===== config.mk =====
export PLATFORM = sky130hd
export DESIGN_NAME = framed_rpc_message_parser_unit_flat
export DESIGN_NICKNAME = d
export VERILOG_FILES = /design/src/hdl/frpc_pkg.sv /design/src/hdl/frpc_stream_if.sv /design/src/hdl/framed_rpc_message_parser_unit.sv /design/src/flat_wrapper.sv
export SDC_FILE = /design/constraint.sdc
export NUM_CORES = 1
export LEC_CHECK = 0
export BUFFER_PORTS_ARGS = -buffer_cell sky130_fd_sc_hd__buf_2
export CORE_MARGIN = 3
export CORE_UTILIZATION = 57
export DETAILED_ROUTE_END_ITERATION = 8
export PLACE_DENSITY_LB_ADDON = 0.1
export SLEW_MARGIN = 30
export SYNTH_ARGS = -nofsm -noshare
export SYNTH_HDL_FRONTEND = slang
export SYNTH_SLANG_ARGS = --single-unit

===== constraint.sdc =====
create_clock -name clock -period 5.76 [get_ports clock]
set_input_delay 0.288 -clock clock [delete_from_list [all_inputs] [get_ports clock]]
set_output_delay 0.288 -clock clock [all_outputs]
set_load 0.01 [all_outputs]

===== src/hdl/frpc_pkg.sv =====
// ----------------------------------------------------------------------------
// frpc_pkg
// Shared types, codes and constant tables for the framed RPC message parser.
// ----------------------------------------------------------------------------
`default_nettype none

package frpc_pkg;

   // Header layout, in byte positions within the 12-byte header
   localparam int unsigned SIZE_LAST = 3;
   localparam int unsigned TYPE_HIGH = 6;
   localparam int unsigned TYPE_LOW  = 7;
   localparam int unsigned MLEN_FIRST = 8;
   localparam int unsigned HDR_LAST  = 11;
   localparam int unsigned HDR_BYTES = 12;
   localparam int unsigned SEQ_LAST  = 3;

   // Length of the fixed heartbeat method name
   localparam int unsigned HB_LEN = 17;

   // Message type codes
   localparam logic [15:0] T_CALL   = 16'd1;
   localparam logic [15:0] T_REPLY  = 16'd2;
   localparam logic [15:0] T_NOTIFY = 16'd4;

   // Byte role codes
   localparam logic [2:0] ROLE_HEADER  = 3'd0;
   localparam logic [2:0] ROLE_METHOD  = 3'd1;
   localparam logic [2:0] ROLE_SEQ     = 3'd2;
   localparam logic [2:0] ROLE_BODY    = 3'd3;
   localparam logic [2:0] ROLE_DISCARD = 3'd4;

   // Frame kind codes
   localparam logic [1:0] KIND_NONE     = 2'd0;
   localparam logic [1:0] KIND_REQUEST  = 2'd1;
   localparam logic [1:0] KIND_RESPONSE = 2'd2;

   // Status codes
   localparam logic [1:0] STAT_OK       = 2'd0;
   localparam logic [1:0] STAT_BAD_TYPE = 2'd1;
   localparam logic [1:0] STAT_BAD_LEN  = 2'd2;

   typedef enum logic [4:0] {
      PH_HEADER  = 5'b00001,
      PH_METHOD  = 5'b00010,
      PH_SEQ     = 5'b00100,
      PH_BODY    = 5'b01000,
      PH_DISCARD = 5'b10000
   } phase_type;

   typedef struct packed {
      logic [7:0] data_byte;
   } req_payload_type;

   typedef struct packed {
      logic [7:0]  out_byte;
      logic [2:0]  byte_role;
      logic [1:0]  frame_kind;
      logic        is_heartbeat;
      logic [31:0] sequence_id;
      logic        frame_end;
      logic [1:0]  status;
   } rsp_payload_type;

   // Heartbeat method name, lower case, one character per position
   function automatic logic [7:0] hb_char(input logic [4:0] idx);
      logic [7:0] c;
      case (idx)
         5'd0:    c = "a";
         5'd1:    c = "l";
         5'd2:    c = "l";
         5'd3:    c = "s";
         5'd4:    c = "p";
         5'd5:    c = "a";
         5'd6:    c = "r";
         5'd7:    c = "k";
         5'd8:    c = "h";
         5'd9:    c = "e";
         5'd10:   c = "a";
         5'd11:   c = "r";
         5'd12:   c = "t";
         5'd13:   c = "b";
         5'd14:   c = "e";
         5'd15:   c = "a";
         5'd16:   c = "t";
         default: c = 8'h00;
      endcase
      return c;
   endfunction

   function automatic logic [7:0] to_lower(input logic [7:0] c);
      logic [7:0] r;
      r = c;
      if (c >= "A" && c <= "Z") begin
         r = c + 8'd32;
      end
      return r;
   endfunction

endpackage

`default_nettype wire


===== src/hdl/frpc_stream_if.sv =====
// ----------------------------------------------------------------------------
// frpc_stream_if
// Valid/ready channels for the parser: request bytes in, tagged bytes out.
// ----------------------------------------------------------------------------
`default_nettype none

interface frpc_req_if;
   logic                      valid;
   logic                      ready;
   frpc_pkg::req_payload_type payload;

   modport source (output valid, output payload, input ready);
   modport sink   (input valid, input payload, output ready);
endinterface

interface frpc_rsp_if;
   logic                      valid;
   logic                      ready;
   frpc_pkg::rsp_payload_type payload;

   modport source (output valid, output payload, input ready);
   modport sink   (input valid, input payload, output ready);
endinterface

`default_nettype wire


===== src/hdl/framed_rpc_message_parser_unit.sv =====
// State updates in the accept cycle; its response is valid the next cycle.
// Throughput: one byte per clock while responses are taken; a new byte
// enters in the same cycle the previous response is taken.
// Reset (synchronous, active high): parser returns to the header phase with
// the sticky error cleared; the response register is emptied.
// ----------------------------------------------------------------------------
// framed_rpc_message_parser_unit
// Byte-stream parser for framed binary RPC messages. Each byte is passed
// through and tagged with its role, the frame kind, heartbeat match,
// sequence id, end-of-frame flag and sticky status.
// ----------------------------------------------------------------------------
`default_nettype none

module framed_rpc_message_parser_unit (
   input wire logic      clock,
   input wire logic      reset,
   frpc_req_if.sink      req_chan,
   frpc_rsp_if.source    rsp_chan
);

   // ---------------------------------------------------------------------
   // Parse state
   // ---------------------------------------------------------------------
   frpc_pkg::phase_type phase_ff, phase_in;
   logic [31:0] count_ff, count_in;      // byte count within current field
   logic [31:0] size_ff, size_in;        // frame size word from header
   logic [31:0] mlen_ff, mlen_in;        // method name length from header
   logic [31:0] body_len_ff, body_len_in;
   logic [1:0]  kind_ff, kind_in;
   logic        hb_ff, hb_in;            // name still matches so far
   logic [31:0] seq_ff, seq_in;
   logic [1:0]  err_ff, err_in;          // sticky until reset
   logic [7:0]  type_hi_ff, type_hi_in;

   // Response register
   logic                      rsp_valid_ff, rsp_valid_in;
   frpc_pkg::rsp_payload_type rsp_data_ff, rsp_data_in;

   // ---------------------------------------------------------------------
   // Handshake: take a byte whenever the response register is free or is
   // being drained in this same cycle.
   // ---------------------------------------------------------------------
   logic accept;

   assign req_chan.ready = !rsp_valid_ff || rsp_chan.ready;
   assign accept         = req_chan.valid && req_chan.ready;

   assign rsp_chan.valid   = rsp_valid_ff;
   assign rsp_chan.payload = rsp_data_ff;

   // Body length is registered from size and method length; both are
   // stable from the last header byte, well before the last sequence byte.
   assign body_len_in = size_ff - mlen_ff - 32'(frpc_pkg::HDR_BYTES);

   // ---------------------------------------------------------------------
   // Per-byte decode
   // ---------------------------------------------------------------------
   logic [7:0]                b;
   logic [31:0]               count_inc;
   logic [31:0]               mlen_shift;
   logic [31:0]               seq_shift;
   logic [15:0]               msg_type;
   logic                      mlen_is_hb;
   logic                      hb_now;
   logic                      hb_upd;
   logic                      name_miss;
   logic                      len_short;
   logic                      end_frame;
   frpc_pkg::rsp_payload_type res;

   always_comb begin
      b          = req_chan.payload.data_byte;
      count_inc  = count_ff + 32'd1;
      mlen_shift = {mlen_ff[23:0], b};
      seq_shift  = {seq_ff[23:0], b};
      msg_type   = {type_hi_ff, b};
      mlen_is_hb = (mlen_ff == 32'(frpc_pkg::HB_LEN));
      hb_now     = hb_ff && mlen_is_hb;
      // Size must cover the whole header plus the method name
      len_short  = {1'b0, size_ff} < (33'(frpc_pkg::HDR_BYTES) + {1'b0, mlen_shift});
      // Any name position past the fixed name length is a miss
      name_miss  = (count_ff >= 32'(frpc_pkg::HB_LEN)) ||
                   (frpc_pkg::to_lower(b) != frpc_pkg::hb_char(count_ff[4:0]));
      hb_upd     = hb_ff && !name_miss;

      phase_in   = phase_ff;
      count_in   = count_ff;
      size_in    = size_ff;
      mlen_in    = mlen_ff;
      kind_in    = kind_ff;
      hb_in      = hb_ff;
      seq_in     = seq_ff;
      err_in     = err_ff;
      type_hi_in = type_hi_ff;
      end_frame  = 1'b0;

      res          = '0;
      res.out_byte = b;

      unique case (phase_ff)
         frpc_pkg::PH_HEADER: begin
            res.byte_role = frpc_pkg::ROLE_HEADER;
            if (count_ff[3:0] <= 4'(frpc_pkg::SIZE_LAST)) begin
               size_in = {size_ff[23:0], b};
            end else if (count_ff[3:0] == 4'(frpc_pkg::TYPE_HIGH)) begin
               type_hi_in = b;
            end else if (count_ff[3:0] == 4'(frpc_pkg::TYPE_LOW)) begin
               if (msg_type == frpc_pkg::T_CALL || msg_type == frpc_pkg::T_NOTIFY) begin
                  kind_in = frpc_pkg::KIND_REQUEST;
               end else if (msg_type == frpc_pkg::T_REPLY) begin
                  kind_in = frpc_pkg::KIND_RESPONSE;
               end else begin
                  kind_in = frpc_pkg::KIND_NONE;
                  err_in  = frpc_pkg::STAT_BAD_TYPE;
               end
            end else if (count_ff[3:0] >= 4'(frpc_pkg::MLEN_FIRST)) begin
               mlen_in = mlen_shift;
            end
            count_in       = count_inc;
            res.frame_kind = kind_in;
            if (err_in != frpc_pkg::STAT_OK) begin
               phase_in       = frpc_pkg::PH_DISCARD;
               res.frame_kind = frpc_pkg::KIND_NONE;
            end else if (count_ff[3:0] == 4'(frpc_pkg::HDR_LAST)) begin
               if (len_short) begin
                  err_in   = frpc_pkg::STAT_BAD_LEN;
                  phase_in = frpc_pkg::PH_DISCARD;
               end else begin
                  count_in = '0;
                  // Empty method name skips straight to the sequence id
                  phase_in = (mlen_shift == '0) ? frpc_pkg::PH_SEQ : frpc_pkg::PH_METHOD;
               end
            end
         end
         frpc_pkg::PH_METHOD: begin
            res.byte_role  = frpc_pkg::ROLE_METHOD;
            res.frame_kind = kind_ff;
            hb_in          = hb_upd;
            count_in       = count_inc;
            if (count_inc == mlen_ff) begin
               phase_in         = frpc_pkg::PH_SEQ;
               count_in         = '0;
               res.is_heartbeat = hb_upd && mlen_is_hb;
            end
         end
         frpc_pkg::PH_SEQ: begin
            res.byte_role    = frpc_pkg::ROLE_SEQ;
            res.frame_kind   = kind_ff;
            res.is_heartbeat = hb_now;
            seq_in           = seq_shift;
            count_in         = count_inc;
            if (count_ff[1:0] == 2'(frpc_pkg::SEQ_LAST)) begin
               res.sequence_id = seq_shift;
               count_in        = '0;
               // Empty body: the frame ends on the last sequence byte
               if (body_len_ff == '0) begin
                  end_frame = 1'b1;
               end else begin
                  phase_in = frpc_pkg::PH_BODY;
               end
            end
         end
         frpc_pkg::PH_BODY: begin
            res.byte_role    = frpc_pkg::ROLE_BODY;
            res.frame_kind   = kind_ff;
            res.is_heartbeat = hb_now;
            res.sequence_id  = seq_ff;
            count_in         = count_inc;
            if (count_inc == body_len_ff) begin
               end_frame = 1'b1;
            end
         end
         frpc_pkg::PH_DISCARD: begin
            res.byte_role = frpc_pkg::ROLE_DISCARD;
         end
         default: begin
            res.byte_role = frpc_pkg::ROLE_DISCARD;
            phase_in      = frpc_pkg::PH_DISCARD;
         end
      endcase

      // Frame done: clear per-frame state, keep the sticky error
      if (end_frame) begin
         phase_in   = frpc_pkg::PH_HEADER;
         count_in   = '0;
         size_in    = '0;
         mlen_in    = '0;
         kind_in    = frpc_pkg::KIND_NONE;
         hb_in      = 1'b1;
         seq_in     = '0;
         type_hi_in = '0;
      end

      res.frame_end = end_frame;
      res.status    = err_in;
   end

   // Response register next value
   always_comb begin
      rsp_data_in = rsp_data_ff;
      if (accept) begin
         rsp_valid_in = 1'b1;
         rsp_data_in  = res;
      end else if (rsp_chan.ready) begin
         rsp_valid_in = 1'b0;
      end else begin
         rsp_valid_in = rsp_valid_ff;
      end
   end

   // ---------------------------------------------------------------------
   // Registers
   // ---------------------------------------------------------------------
   always_ff @(posedge clock) begin
      if (reset) begin
         phase_ff     <= frpc_pkg::PH_HEADER;
         count_ff     <= '0;
         size_ff      <= '0;
         mlen_ff      <= '0;
         kind_ff      <= frpc_pkg::KIND_NONE;
         hb_ff        <= 1'b1;
         seq_ff       <= '0;
         err_ff       <= frpc_pkg::STAT_OK;
         type_hi_ff   <= '0;
         rsp_valid_ff <= 1'b0;
      end else begin
         if (accept) begin
            phase_ff   <= phase_in;
            count_ff   <= count_in;
            size_ff    <= size_in;
            mlen_ff    <= mlen_in;
            kind_ff    <= kind_in;
            hb_ff      <= hb_in;
            seq_ff     <= seq_in;
            err_ff     <= err_in;
            type_hi_ff <= type_hi_in;
         end
         rsp_valid_ff <= rsp_valid_in;
      end
   end

   // Payload registers, no reset needed
   always_ff @(posedge clock) begin
      body_len_ff <= body_len_in;
      rsp_data_ff <= rsp_data_in;
   end

endmodule

`default_nettype wire


===== src/flat_wrapper.sv =====
// flat-port wrapper written by rule: the top's interface ports become plain ports
module framed_rpc_message_parser_unit_flat 
  (clock, reset, req_chan_valid, req_chan_payload, req_chan_ready, rsp_chan_valid, rsp_chan_payload, rsp_chan_ready);
  frpc_req_if req_chan_i ();
  frpc_rsp_if rsp_chan_i ();
  input wire logic clock;
  input wire logic reset;
  input wire logic [$bits(req_chan_i.valid)-1:0] req_chan_valid;
  input wire logic [$bits(req_chan_i.payload)-1:0] req_chan_payload;
  output wire logic [$bits(req_chan_i.ready)-1:0] req_chan_ready;
  output wire logic [$bits(rsp_chan_i.valid)-1:0] rsp_chan_valid;
  output wire logic [$bits(rsp_chan_i.payload)-1:0] rsp_chan_payload;
  input wire logic [$bits(rsp_chan_i.ready)-1:0] rsp_chan_ready;
  assign req_chan_i.valid = req_chan_valid;
  assign req_chan_i.payload = req_chan_payload;
  assign req_chan_ready = req_chan_i.ready;
  assign rsp_chan_valid = rsp_chan_i.valid;
  assign rsp_chan_payload = rsp_chan_i.payload;
  assign rsp_chan_i.ready = rsp_chan_ready;
  framed_rpc_message_parser_unit u_core (.clock(clock), .reset(reset), .req_chan(req_chan_i), .rsp_chan(rsp_chan_i));
endmodule

=== Word-level counts from Yosys, hierarchy flattened ===
Memories as Yosys holds them, arrays and structs flattened. A register that Yosys moved wholly into a read port is not among the register bits.
Cells that the tools add are included.
W data, S select, Z words.

* Register bits: 228
* Output and inout bits: 51
* Memories kept: 1
* Input bits: 12
* Bits in read-only memories: 224

* $add $sub $neg: 5
* Eq/ne operators: 24
* $lt $le $gt $ge: 6
* Multiplexer cells: 66
* Reduce and logical (&&, ||, !) cells: 32

{| class="wikitable"
|+ Memory list
! memory !! words !! width !! rd ports !! clocked after Yosys merged registers in !! write ports !! RTL line !! text
|-
| (no name shown) || 32 || 7 || 1 || 1 || 0 || frpc_pkg.sv:68 || <nowiki>case (idx)</nowiki>
|}

{| class="wikitable"
|+ Operator list
! cell !! number
|-
| $mux W32 || 18
|-
| $pmux W32 S4 || 1
|-
| $eq A32 B32 Y1 || 2
|-
| $logic_not A32 Y1 || 2
|-
| $pmux W32 S2 || 1
|-
| $mux W5 || 9
|-
| $mux W8 || 5
|-
| $mux W2 || 18
|-
| $add A4 B32 Y33 const A || 1
|-
| $lt A32 B33 Y1 || 1
|-
| $add A32 B1 Y32 const B || 1
|-
| $eq A32 B5 Y1 const B || 1
|-
| $ge A32 B5 Y1 const B || 1
|-
| $sub A32 B32 Y32 || 1
|-
| $sub A32 B4 Y32 const B || 1
|-
| $pmux W5 S4 || 1
|-
| $eq A16 B1 Y1 const B || 1
|-
| $eq A16 B2 Y1 const B || 1
|-
| $eq A16 B3 Y1 const B || 1
|-
| $reduce_bool A2 Y1 || 8
|-
| $pmux W3 S4 || 1
|-
| $reduce_and A6 Y1 || 2
|-
| $add A8 B6 Y8 const B || 1
|-
| $eq A4 B3 Y1 const B || 2
|-
| other kinds (29) || 52
|}

=== Logic depth before layout (Yosys ltp) ===
Gate-level depths: netlist of run 1.

* Depth after elaboration: 13
* Depth in mapped cells: 23
* Depth with buffers taken out: 22

=== Least setup slack after synthesis of run 1 ===
No wires, ideal clock.

* Kind: input to register
* Start point: input req_chan_payload[2]
* End point: register with a tool-made name
* Path slack: 347 ps
* Buffers on the path: 1
* Arrival: 5,280 ps
* Stages on the path: 23
* Required time: 5,628 ps
* Library setup time: 132 ps
* Cells stage by stage: clkbuf_1 inv_1 ha_1 nand3b_1 nor4_1 nand3_1 xor2_1 ha_1 a21o_1 a21oi_1 o211ai_1 or3_1 o21ai_0 or4b_2 nand2_1 or4_4 o41ai_2 inv_1 ha_1 or4_1 o32ai_1 a211o_1 a31oi_1

{| class="wikitable"
|+ RTL lines
! item !! RTL line !! text
|-
| start, declared || flat_wrapper.sv:9 || <nowiki>input wire logic [$bits(req_chan_i.payload)-1:0] req_chan_payload;</nowiki>
|}

==> results.yml, run 1 <==
outcome:
  status: "finished, final reports clean"
final_layout:
  syn_to_final_growth_pct: 10.1
  final_cell_area_um2: 16500
  drive_gt1_share_pct: 11.8
  stdcell_count: 2173
  final_util_pct: 64.7
  nets: 1942
  diodes: 0
  fill_cells: 2236
logic_synthesis:
  synth_top_family_by_area: "simple AND/OR/NAND/NOR gates"
  synth-async-reset-ratio_pct: 0
  synth_edf_count: 49
  netlist.top_cell.by_area: "dfxtp_1"
  synth_area_um2: 15000
  synth-seq-area-share_pct: 34.4
  muxShareOfSynthArea_pct: 0.550
  synthDistinctLibCells: 99
  synthFlopType: "dfxtp_1"
  ys_warn_count: 0
  synth_area_leaders: "dfxtp_1, edfxtp_1, ha_1"
  yosysTopAreaCellShare_pct: 24.7
  synth-simple-area-share_pct: 22.9
  syn_avg_cell_area_um2: 8.34
  synth_nets: 1920
  synth_xor_area_share_pct: 8.41
  postSynthCellCount: 1801
  synth_compound_area_share_pct: 17.7
  synth_seq_cells: 234
  synthAdderAreaFrac_pct: 8.96
cts:
  cts_buffers: 26
  cts_sinks: 234
  cts_setup_buffers: 0
  clk-insertion-delay-late_ps: 550
  clockBufferDepth: 3
  ctsHtreeMaxLevel: 1
  root_buffer: "clkbuf_16"
  clk_pin_slew_ps: 60
  cts_tree: "yes"
global_routing:
  grt_max_degree: 92
  grt_use_total_pct: 32.0
  grt_pass1_wl_mm: 72.5
  grt_overflow: 0
  grt_pass1_vias: 12700
  antenna_found_initial: 0
setup_path:
  critPathKind: "reg2reg"
  cpMaxStageDelayCell: "or4_4"
  crit_fanout: 4
  crit_path_start_kind: "flip-flop"
  cp-end-kind: "flip-flop"
  r2r_cells: 23
  critical_path_required_ps: 6180
  cp_cell_sequence: "and4_1, and2_1, nand3_1, nor4_1, buf_4, nand3_1, xor2_1, ha_1, a21o_1, a21oi_1, o211ai_1, or3_1, o21ai_1, or4b_2, nand2_1, or4_4, o41ai_2, inv_1, ha_1, or4_1, o32ai_1, a211o_1, a31oi_1"
  r2r-start: "u_core.mlen_ff[5]$_SDFFE_PP0P_"
  critical-path-max-stage-delay_ps: 510
  rrSetupSlack_ps: 370
  crit_arrival_ps: 5810
placement:
  io_buffer_count: 62
  place.gp.congestion: 0.990
  hpwl_mm: 33.7
  place_ws_ps: 217
  placed_cells: 2124
  postPlaceCellArea_um2: 15700
power_and_ir_drop:
  ir_drop_uv: 273
  powerDensity_nw_per_um2: 335
  power.leakage_nw: 6.47
route:
  vias: 13800
  wl_per_cell_um: 21.5
  firstDrtPassIters: 5
  vias_per_cell: 6.36
  drt_iter0_drc: 1632
  ant_nets: 0
  drc: 0
  drt-total-wl_mm: 46.6
floorplan:
  ios: 63
  die_h_um: 168
  die_w_um: 168
  rows: 58
  start_util_pct: 58.8
  core_um2: 25500
  die_area_um2: 28300
timing:
  worst_slew_margin_rel_pct: 39.7
  fin_ws_ps: 375
  slew_viol_final: 0
  rsz0062_at_grt: "no"
  min_period_over_period_pct: 93.5
  tightest_slew_ps: 896
  min_period_ps: 5390
  fmax_mhz: 186
  clock_skew_ps: 22.7
  finalSetupViolCount: 0
  fin_tns_setup_ps: 0
  finalHoldViolCount: 0
hold_path:
  min_to: "u_core.mlen_ff[4]$_SDFFE_PP0P_"
  min_path_cells: 3
  min_from: "req_chan_payload[4]"
  hold_class: "in2reg"
job:
  drv_cap: 0
==> state kept, by name (all words and copies together) (netlist names), named ones only <==
| signal | cells |
|---|---|
| u_core.mlen_ff | 32 |
| u_core.kind_ff | 2 |
| u_core.count_ff | 32 |
| u_core.body_len_ff | 32 |
| u_core.seq_ff | 32 |
| u_core.phase_ff | 5 |
| u_core.size_ff | 32 |
| u_core.rsp_chan.payload | 49 |
| u_core.err_ff | 2 |
| u_core.rsp_chan.valid | 1 |
| u_core.hb_ff | 1 |
| u_core.type_hi_ff | 8 |
==> critical path: cells and delay by family, from the launching register on <==
kind	cells	cell delay (ps)
adders and majority gates	2	540
buffers and inverters	2	260
DFF	1	330
AOI/OAI and AO/OA	8	1300
and+or+nand+nor	10	2640
xor gates and xnor gates	1	180
==> where the power goes <==
| part | leakage [nW] | internal (mW) | total (mW) | switching, mW |
|---|---|---|---|---|
| Clock | 0.415 | 0.944 | 1.65 | 0.703 |
| Sequential | 2.00 | 1.87 | 2.12 | 0.253 |
| Combinational | 4.06 | 0.748 | 1.77 | 1.02 |
==> placed cells by master (no fill, tap or decap), types with 14 or more instances in the layout <==
| cell type | instances |
|---|---|
| dfxtp_1 | 185 |
| nand2_1 | 166 |
| a21oi_1 | 149 |
| inv_1 | 126 |
| nand3_1 | 119 |
| ha_1 | 106 |
| nor2_1 | 104 |
| xnor2_1 | 91 |
| buf_4 | 64 |
| buf_2 | 61 |
| o21ai_0 | 54 |
| edfxtp_1 | 49 |
| xor2_1 | 43 |
| a22o_1 | 36 |
| a22oi_1 | 36 |
| nor3_1 | 34 |
| nor4_1 | 32 |
| nand4_1 | 30 |
| clkbuf_16 | 26 |
| or3_1 | 22 |
| a21o_1 | 17 |
| or4_1 | 16 |
| a31oi_1 | 14 |
==> kinds of logic (layout without fill, tap and decap cells) <==
group           count (synthesis)  count (layout)
xor+xnor                      138             138
buf+inv                       261             303
fa+ha+maj                     107             107
compound gates                407             407
simple gates                  646             646
mux                             8               8
flops                         234             234
==> layout make-up <==
type / count / area [um2] / share of cell area, %
Multi-Input combinational cell: 1306 / 8810 / 53.3
Sequential cell: 234 / 5170 / 31.3
Timing Repair Buffer: 127 / 807 / 4.88
Clock buffer: 34 / 731 / 4.42
Inverter: 128 / 480 / 2.91
Tap cell: 330 / 413 / 2.50
Clock inverter: 14 / 119 / 0.719
==> how the worst max path moves through the flow <==
stage                                         startpoint  slack [ps]   endpoint  depth (start not counted)
after floorplan                      req_chan_payload[2]         350  flip-flop                         23
after global placement               req_chan_payload[2]         280  flip-flop                         23
after detailed placement             req_chan_payload[2]         220  flip-flop                         23
after CTS                 u_core.mlen_ff[5]$_SDFFE_PP0P_         360  flip-flop                         23
after global routing      u_core.mlen_ff[5]$_SDFFE_PP0P_          90  flip-flop                         23
final                     u_core.mlen_ff[5]$_SDFFE_PP0P_         370  flip-flop                         23
==> cell usage after synthesis (all sizes together) (22+ instances only) <==
| master | number |
|---|---|
| a22o | 36 |
| nor2 | 105 |
| nor4 | 39 |
| buf | 46 |
| dfxtp | 185 |
| or3 | 22 |
| nand4 | 33 |
| edfxtp | 49 |
| a21oi | 149 |
| a22oi | 36 |
| nor3 | 43 |
| nand2 | 170 |
| o21ai | 66 |
| xor2 | 43 |
| inv | 127 |
| clkbuf | 87 |
| xnor2 | 91 |
| nand3 | 122 |
| ha | 106 |
==> stage by stage <==
step	power, mW	hold slack, ps
after floorplan	3.33	387
after global placement	3.84	456
after detailed placement	3.87	459
after CTS	5.52	28.7
after global routing	5.80	48.2
final	5.54	44.8
==> timing repair <==
| action | CTS | global route |
|---|---|---|
| setup endpoints to repair | 0 | 1 |
| hold buffers | 1 | 0 |
| hold endpoints to repair | 1 | 0 |
| resized for setup | 0 | 2 |
==> metal layers <==
metal | routed length, um | global-route usage, %
met4 | 1310 | 9.18
met2 | 20900 | 49.6
met1 | 19900 | 46.3
met5 | 0 | 0
met3 | 4500 | 5.35
(Power assumes the default switching activity.)
==> run 2, diff against run 1 <==
Settings changed: CORE_ASPECT_RATIO from default to 1.2, SKIP_LAST_GASP from default to 1.
==> results.yml, run 2 (same netlist as run 1, synthesis figures left out) <==
outcome:
  status: "finished, final reports clean"
timing:
  slew_viol_final: 0
  clock_skew_ps: 11.4
  min_period_ps: 5500
  min_period_over_period_pct: 95.5
  finalHoldViolCount: 0
  whs_ps: 80.4
  rsz0062_at_grt: "no"
  fin_tns_setup_ps: 0
  fin_ws_ps: 258
  worst_slew_margin_rel_pct: 40.8
  fmax_mhz: 182
  finalSetupViolCount: 0
  tightest_slew_ps: 887
setup_path:
  critPathKind: "in2reg"
  crit_path_start_kind: "input pin"
  crit_fanout: 10
  critical_path_required_ps: 6170
  cp-end-kind: "flip-flop"
  rrSetupSlack_ps: 320
  crit_arrival_ps: 5920
placement:
  placed_cells: 2127
  hpwl_mm: 34.6
  io_buffer_count: 62
  place.gp.congestion: 1.00
  place_ws_ps: 198
power_and_ir_drop:
  powerDensity_nw_per_um2: 332
  ir_drop_uv: 407
  power.leakage_nw: 6.47
global_routing:
  grt_pass1_wl_mm: 74.1
  grt_use_total_pct: 32.7
  grt_overflow: 0
  grt_pass1_vias: 12900
  antenna_found_initial: 0
  grt_max_degree: 92
floorplan:
  die_w_um: 154
  core_um2: 25700
  die_h_um: 184
  rows: 64
  die_area_um2: 28400
  start_util_pct: 58.5
  ios: 63
final_layout:
  layout_commonest_cell: "dfxtp_1"
  stdcell_count: 2177
  fill_cells: 2239
  largest_reg_flops: 49
  nets: 1946
  regArea_um2: 5170
  drive_gt1_share_pct: 11.7
  diodes: 0
  syn_to_final_growth_pct: 10.0
  final_cell_mix: "dfxtp_1, nand2_1, a21oi_1, inv_1, nand3_1"
  multi_input_area_um2: 8810
cts:
  clk_pin_slew_ps: 70
  clockBufferDepth: 3
  cts_buffers: 26
  cts_setup_buffers: 0
  clk-insertion-delay-late_ps: 550
  root_buffer: "clkbuf_16"
  ctsHtreeMaxLevel: 1
  cts_sinks: 234
  cts_tree: "yes"
route:
  vias: 13800
  drc: 0
  ant_nets: 0
  drt_iter0_drc: 1368
  vias_per_cell: 6.36
  firstDrtPassIters: 5
  wl_per_cell_um: 21.9
  drt-total-wl_mm: 47.6
job:
  drv_cap: 0
hold_path:
  hold_class: "in2reg"
[run 2: cell count changes in the layout (fill, tap and decap cells not counted), sizes merged]
cell,delta
buf,+3
dlygate4sd3,+1
clkinvlp,-1
inv,-2
clkbuf,+3
[run 2: area by class of cell]
class,count,area share (%)
Clock buffer,37,4.31
Clock inverter,11,0.560
Inverter,128,2.91
Multi-Input combinational cell,1306,53.3
Sequential cell,234,31.3
Tap cell,330,2.50
Timing Repair Buffer,131,5.08
[run 2: power breakdown]
| part | internal (mW) | switching [mW] |
|---|---|---|
| Combinational | 0.737 | 1.04 |
| Sequential | 1.87 | 0.240 |
| Clock | 0.906 | 0.703 |
| Total | 3.51 | 1.98 |
[run 2: what timing repair did]
| action | in CTS | in global routing |
|---|---|---|
| hold endpoints to repair | 2 | 0 |
| endpoints found under the setup margin | 0 | 0 |
| hold buffers | 2 | 0 |
| gates resized for setup | 0 | 0 |
[run 2: through the flow]
stage	instance area, um2	power [mW]	util (%)
finish	16500	5.49	64.3
detailed placement	15700	3.89	61.1
global placement	15700	3.86	61.1
global route	16500	5.78	64.3
CTS	16500	5.48	64.3
floorplan	15000	3.33	-
[run 2: worst paths after layout]
kind | cells after the start | endpoint | from
worst max-delay path | 23 | flip-flop | req_chan_payload[5]
worst min register to register | 2 | u_core.type_hi_ff[2]$_SDFFE_PP0P_ | u_core.type_hi_ff[2]$_SDFFE_PP0P_
worst max register to register | 23 | flip-flop | u_core.mlen_ff[3]$_SDFFE_PP0P_
worst min-delay path | 3 | u_core.size_ff[4]$_SDFFE_PP0P_ | req_chan_payload[4]
[run 2: worst max-delay path, cell delays in order]
cell and delay [ps]:
dlygate4sd3_1 540, buf_2 130, buf_4 180, nand3b_1 230, nor3_2 470, nand3_1 150, xor2_1 160, ha_1 290
a21oi_1 140, o21ai_0 110, a221o_1 340, or3_1 300, o21ai_0 250, or4b_2 210, nand2_1 60, or4_4 500
o41ai_2 280, inv_1 80, ha_1 260, or4_1 520, o32ai_1 160, a211o_1 160, a31oi_1 80
[run 2: routing by layer]
metal / share of wire (%) / GRT usage [%] / vias up
met4: 3.0 / 10.3 / 0
met1: 42 / 45.5 / 6647
met3: 7.7 / 3.81 / 97
met2: 47 / 53.6 / 611
li1: - / - / 6493
met5: 0 / 0 / -
==> run 3, diff against run 2 <==
Settings changed: CORE_MARGIN 3 to default.
==> results.yml, run 3 (same netlist as run 1, synthesis figures left out) <==
outcome:
  status: "finished, final reports clean"
power_and_ir_drop:
  power.leakage_nw: 6.47
  power_mw: 5.62
  powerDensity_nw_per_um2: 340
  ir_drop_uv: 265
setup_path:
  critical_path_required_ps: 6170
  crit_path_start_kind: "flip-flop"
  crit_arrival_ps: 5790
  r2r-start: "u_core.mlen_ff[5]$_SDFFE_PP0P_"
  crit_fanout: 4
  r2r_cells: 23
  cp-end-kind: "flip-flop"
  rrSetupSlack_ps: 380
  crit_start: "u_core.mlen_ff[5]$_SDFFE_PP0P_"
  critPathKind: "reg2reg"
route:
  drt-total-wl_mm: 47.0
  drc: 0
  drt_iter0_drc: 1119
  vias_per_cell: 6.35
  wl_per_cell_um: 21.7
  ant_nets: 0
  vias: 13800
  firstDrtPassIters: 5
floorplan:
  ios: 63
  start_util_pct: 58.5
  die_w_um: 150
  die_h_um: 180
  die_area_um2: 27000
  rows: 64
  core_um2: 25700
timing:
  worst_slew_margin_rel_pct: 37.3
  min_period_over_period_pct: 93.4
  whs_ps: 73.0
  tightest_slew_ps: 932
  slew_viol_final: 0
  min_period_ps: 5380
  clock_skew_ps: 15.9
  finalHoldViolCount: 0
  rsz0062_at_grt: "no"
  fin_ws_ps: 380
  fmax_mhz: 186
  finalSetupViolCount: 0
  fin_tns_setup_ps: 0
cts:
  cts_tree: "yes"
  cts_setup_buffers: 0
  root_buffer: "clkbuf_16"
  cts_buffers: 26
  ctsHtreeMaxLevel: 1
  clk-insertion-delay-late_ps: 550
  clk_pin_slew_ps: 60
  cts_resized: 0
  clockBufferDepth: 3
  cts_sinks: 234
  cts-hold-fix-buffers: 1
placement:
  place.gp.congestion: 1.01
  hpwl_mm: 34.2
  place_ws_ps: 232
  postPlaceCellArea_um2: 15700
  io_buffer_count: 62
  placed_cells: 2123
global_routing:
  grt_pass1_vias: 12900
  grt_max_degree: 78
  grt_pass1_wl_mm: 72.3
  grt_use_total_pct: 34.6
  antenna_found_initial: 0
  grt_overflow: 0
final_layout:
  syn_to_final_growth_pct: 10.1
  final_cell_mix: "dfxtp_1, nand2_1, a21oi_1, inv_1, nand3_1"
  final_util_pct: 64.4
  stdcell_count: 2169
  nets: 1941
  diodes: 0
  drive_gt1_share_pct: 11.6
  largest_reg_flops: 49
  fill_cells: 2246
  layout_commonest_cell: "dfxtp_1"
  final_cell_area_um2: 16500
job:
  drv_cap: 0
hold_path:
  hold_class: "in2reg"
[run 3: area by class of cell]
type                       instances  area, um2  area share, %
clock inverter                    14        188           1.13
inverter                         128        480           2.90
clock buffer                      31        679           4.11
timing repair buffer             126        796           4.81
sequential                       234       5170           31.3
multi-input combinational       1306       8810           53.3
tap                              330        413           2.50
[run 3: critical path, stage by stage, from the launching register on]
cell and delay [ps]:
dfxtp_1 330, and4_1 290, and2_1 230, nand3_1 130, nor4_1 190, buf_4 170
nand3_1 90, xor2_1 180, ha_1 310, a21o_1 160, a21oi_1 190, o211ai_1 150
or3_1 390, o21ai_0 240, or4b_2 210, nand2_1 60, or4_4 510, o41ai_2 250
inv_1 80, ha_1 240, or4_1 500, o32ai_1 130, a211o_1 140, a31oi_1 80
[run 3: worst min-delay path by stage]
stage,startpoint,to,slack [ps],cells after the start
after global placement,u_core.type_hi_ff[7]$_SDFFE_PP0P_,u_core.type_hi_ff[7]$_SDFFE_PP0P_,460,2
final,req_chan_payload[5],u_core.mlen_ff[5]$_SDFFE_PP0P_,70,3
after floorplan,req_chan_payload[0],u_core.rsp_chan.payload[41]$_DFFE_PP_,390,0
after CTS,req_chan_payload[5],u_core.mlen_ff[5]$_SDFFE_PP0P_,60,3
after global routing,req_chan_payload[5],u_core.mlen_ff[5]$_SDFFE_PP0P_,70,3
after detailed placement,u_core.type_hi_ff[0]$_SDFFE_PP0P_,u_core.type_hi_ff[0]$_SDFFE_PP0P_,470,2
[run 3: report_power, final]
group	total [mW]	internal [mW]	switching [mW]	leakage [nW]
sequential	2.11	1.87	0.242	2.00
combinational	1.78	0.737	1.04	4.05
clock	1.72	1.02	0.705	0.419
[run 3: routing by layer]
layer	vias to the layer above	wire (um)	track usage (%)
met4	0	1850	13.3
met2	606	21300	54.7
met1	6561	19900	46.8
li1	6482	-	-
met5	-	0	0
met3	116	3950	5.58
